--- config.mk ---
export PLATFORM = sky130hd
export DESIGN_NAME = bps_mac
export DESIGN_NICKNAME = d
export VERILOG_FILES = /design/src/bps_pkg.sv /design/src/bps_mac.sv
export SDC_FILE = /design/constraint.sdc
export NUM_CORES = 2
export LEC_CHECK = 0
export BUFFER_PORTS_ARGS = -buffer_cell sky130_fd_sc_hd__buf_4
export CAP_MARGIN = 0
export CORE_MARGIN = 4
export CORE_UTILIZATION = 59
export CTS_CLUSTER_DIAMETER = 150
export CTS_CLUSTER_SIZE = 8
export DETAILED_ROUTE_END_ITERATION = 10
export GPL_ROUTABILITY_DRIVEN = 1
export HOLD_SLACK_MARGIN = 0.03
export PLACE_DENSITY = 0.79
export SKIP_CTS_REPAIR_TIMING = 1
export SLEW_MARGIN = 5
export SYNTH_ARGS = -nofsm -noshare
export SYNTH_HDL_FRONTEND = slang
export SYNTH_SLANG_ARGS = --single-unit
--- constraint.sdc ---
create_clock -name clock -period 6.9 [get_ports clock]
set_input_delay 1.035 -clock clock [delete_from_list [all_inputs] [get_ports clock]]
set_output_delay 1.035 -clock clock [all_outputs]
set_load 0.1 [all_outputs]
--- src/bps_pkg.sv ---
`timescale 1ns / 1ps

package bps_pkg;

   localparam int COORD_W    = 32;
   localparam int T_W        = 16;
   localparam int STRIDE_W   = 4;
   localparam int CSR_IDX_W  = 2;
   localparam int CSR_DATA_W = 16;
   localparam int WORD_W     = 3 * COORD_W;

   localparam int MAX_STRIDE_DEF = 8;
   localparam int T_STEP_MIN     = 2185;

   localparam logic       ORDER_RST  = 1'b0;
   localparam logic [3:0] STRIDE_RST = 4'd2;
   localparam logic [15:0] T_STEP_RST = 16'd3277;

   // shared multiplier operand and product widths
   localparam int MUL_A_W = 40;
   localparam int MUL_B_W = 24;
   localparam int PROD_W  = 64;

   // floor division by three: 2^18 = 3 * DIV3_HI + 1, and the reciprocal
   // DIV3_RECIP = (2^20 + 2) / 3 is exact for operands below 2^19
   localparam int DIV3_HI    = 87381;
   localparam int DIV3_RECIP = 349526;

   typedef enum logic [CSR_IDX_W-1:0] {
      CSR_CURVE_ORDER  = 2'd0,
      CSR_POINT_STRIDE = 2'd1,
      CSR_T_STEP       = 2'd2
   } csr_index_type;

   typedef struct packed {
      logic acc_load;
      logic acc_add;
   } mac_ctl_type;

endpackage

--- src/bps_mac.sv ---
`timescale 1ns / 1ps

module bps_mac (
   input  logic                                  clock,
   input  logic signed [bps_pkg::MUL_A_W-1:0]   mul_a,
   input  logic signed [bps_pkg::MUL_B_W-1:0]   mul_b,
   input  bps_pkg::mac_ctl_type                  ctl,
   output logic signed [bps_pkg::PROD_W-1:0]    prod_ff,
   output logic signed [bps_pkg::PROD_W-1:0]    acc_ff
);

   logic signed [bps_pkg::PROD_W-1:0] prod_in;
   logic signed [bps_pkg::PROD_W-1:0] acc_in;

   always_comb begin
      prod_in = mul_a * mul_b;
      acc_in  = acc_ff;
      if (ctl.acc_load) begin
         acc_in = prod_ff;
      end else if (ctl.acc_add) begin
         acc_in = acc_ff + prod_ff;
      end
   end

   always_ff @(posedge clock) begin
      prod_ff <= prod_in;
      acc_ff  <= acc_in;
   end

endmodule

==> impl_metrics.yaml <==
synth:
  synth-edff-count: 64
  yosysTopAreaCell: "fa_1"
  synthTopCellsByArea: "fa_1, inv_1, ha_1"
  ys_seq_area_frac: 0.0787
  netlist.area_leader.share: 0.472
  yosysWarnings: 0
  async_flop_share: 0
  synth_ff_type: "edfxtp_1"
  synth_cell_types: 79
  synth_area_um2: 40700
  synth_cells: 4487
  synth-seq-cells: 128
  synth_area_per_cell_um2: 9.07
  syn-num-nets: 5743
worst_setup_path:
  cp_data_required_time_ps: 7240
  critPathMaxFanout: 7
  startpoint: "mul_b[0]"
  r2r-start: "prod_ff[0]"
  worst_r2r_path_depth: 13
  timing.rr.end: "acc_ff[50]"
  cp_data_arrival_time_ps: 7430
  reg2reg_setup_slack_ps: 3020
  cp-start-kind: "primary input"
  cp-end-kind: "flip-flop"
  worstSetupPathType: "primary input to flip-flop"
global_route:
  grt_start_max_net_pins: 79
  antenna_found_initial: 0
  grt_pass1_wl_um: 181000
  gr-total-overflow: 0
  grt_use_total: 0.309
  first_global_vias: 36100
placement:
  place_congestion: 0.976
  pre_cts_slack_ps: -778
  portBuffers: 194
  hpwl_um: 94700
drt:
  drc: 0
  drt_wl_total_um: 114000
  dr.pass1.iters: 7
  via_per_inst: 5.63
  vias: 32800
  routed.top_layer: "met4"
  m1WireLength_um: 39900
  wl_per_cell_um: 19.6
  drt-initial-drc-count: 2204
  wl_met2_um: 59700
  ant_nets: 0
  wl_met3_um: 7220
sta:
  rsz0062_at_grt: "true"
  finalCritPeriodShare: 1.03
  finalHoldViolCount: 0
  clock_skew_ps: 12.5
  setup_tns_ps: -1330
  worst_pin_slew_ps: 899
  finalCriticalPeriod_ps: 7090
  setup_viol: 15
  maxSlewHeadroom: 0.400
  finalMaxSlewViolations: 0
  fin_ws_ps: -193
  fmax_mhz: 141
layout:
  finalCoreUtilization: 0.707
  diodes: 0
  syn2layout_area_growth_pct: 18.8
  drive_gt1_frac: 0.194
  multi_input_area_um2: 34000
  nets: 6179
  regArea_um2: 3200
  num-fill-cells: 4929
cts:
  htreeDepth: 4
  clock_latency_ps: 430
  cts_buffers: 17
  cts_tree: "yes"
  root_buffer: "clkbuf_16"
  clkSinkCount: 128
  clockBufferDepth: 2
  cts.clk_slew.worst_paths_ps: 60
outcome:
  violations: "setup timing"
  status: "finished with violations"
floorplan:
  dieHeight_um: 271
  initial_utilization: 0.595
  die_area_um2: 73300
  die_x_um: 271
  core_um2: 68500
  rows: 96
  ios: 195
worst_hold_path:
  hold_end: "acc_ff[6]"
  hold_depth: 2
  hold_class: "flip-flop to flip-flop"
  worstHoldStart: "prod_ff[6]"
flow_run:
  max_cap_violations: 0
-- metrics by stage --
stage	area, um^2	cells	hold WS [ps]
2_1_floorplan	41400	4487	1000
3_3_place_gp	46100	5750	581
3_5_place_dp	46100	5750	595
4_1_cts	46700	5782	611
5_1_grt	48400	5818	638
6_report	48400	5818	615
-- area by class of cell --
cell class / count / area share
Sequential cell: 128 / 0.0662
Multi-Input combinational cell: 3129 / 0.702
Inverter: 992 / 0.0771
Clock buffer: 23 / 0.0106
Timing Repair Buffer: 655 / 0.120
Tap cell: 882 / 0.0228
Clock inverter: 9 / 0.00140
-- placed cells by master, fill, tap and decap left out, types with 10 or more instances in the layout --
| cell type | Yosys | layout |
|---|---|---|
| a21o_1 | 93 | 93 |
| a21oi_1 | 125 | 98 |
| a21oi_2 | 1 | 22 |
| and2_1 | 365 | 320 |
| and2_4 | 0 | 44 |
| and3_1 | 19 | 14 |
| buf_12 | 0 | 23 |
| buf_4 | 0 | 542 |
| buf_6 | 0 | 53 |
| buf_8 | 0 | 25 |
| clkbuf_16 | 0 | 28 |
| dfxtp_1 | 64 | 64 |
| edfxtp_1 | 64 | 64 |
| fa_1 | 960 | 909 |
| fa_2 | 0 | 51 |
| ha_1 | 229 | 204 |
| ha_4 | 0 | 23 |
| inv_1 | 991 | 960 |
| inv_2 | 0 | 28 |
| nand2_1 | 695 | 684 |
| nand2b_1 | 18 | 18 |
| nand3_1 | 33 | 30 |
| nand4_1 | 25 | 25 |
| nor2_1 | 58 | 56 |
| nor2b_1 | 49 | 48 |
| nor3_1 | 23 | 19 |
| o211ai_1 | 11 | 11 |
| o21a_1 | 15 | 15 |
| o21ai_0 | 108 | 90 |
| o21ai_1 | 11 | 20 |
| o21ai_2 | 3 | 10 |
| o21bai_1 | 23 | 22 |
| xnor2_1 | 75 | 73 |
| xor2_1 | 48 | 48 |
-- registers in the layout, indices dropped and copies added, names as in the netlist --
name     cells
acc_ff      64
prod_ff     64
-- cell families (layout without fill, tap and decap cells) --
kind of cell,after synthesis,after routing,synth area share
xor+xnor,123,123,0.0265
fa+ha+maj,1189,1189,0.542
compound gates,491,491,0.0804
mux,8,8,0.00221
buf+inv,1230,1679,0.114
flops,128,128,0.0787
simple gates,1318,1318,0.156
-- metal layers --
| metal | vias up | track usage |
|---|---|---|
| li1 | 14300 | - |
| met1 | 16500 | 0.355 |
| met4 | 0 | 0.163 |
| met5 | - | 0 |
| met2 | 1445 | 0.566 |
| met3 | 476 | 0.0372 |
-- worst max path at each step --
stage | slack (ps) | cells past startpoint | endpoint
detailed placement | -780 | 27 | prod_ff[59]
global route | -370 | 24 | prod_ff[61]
floorplan | -160 | 26 | prod_ff[62]
CTS | -360 | 26 | prod_ff[59]
finish | -190 | 26 | prod_ff[62]
global placement | -700 | 24 | prod_ff[61]
-- worst max-delay path, stage by stage --
cell and delay, ps:
buf_16 130, and2_4 160, fa_1 550, inv_2 40, fa_1 470, fa_1 580
inv_2 40, fa_1 520, inv_2 50, fa_1 540, inv_1 50, fa_1 490
inv_1 50, fa_1 490, inv_2 50, ha_4 280, inv_4 40, nor3_4 210
o211ai_1 160, a21oi_2 210, a221oi_4 110, nor3_4 310, o22ai_4 120, a41o_4 270
o2111a_1 240, a311oi_1 240
-- synth_stat cells (25+ instances only) --
cell type    n
inv_1      991
fa_1       960
nand2_1    695
and2_1     365
ha_1       229
clkbuf_1   218
a21oi_1    125
o21ai_0    108
a21o_1      93
xnor2_1     75
dfxtp_1     64
edfxtp_1    64
nor2_1      58
nor2b_1     49
xor2_1      48
nand3_1     33
nand4_1     25
Power is not shown: default switching activity piles up to over one toggle a cycle in this logic, so the estimate is an artifact.
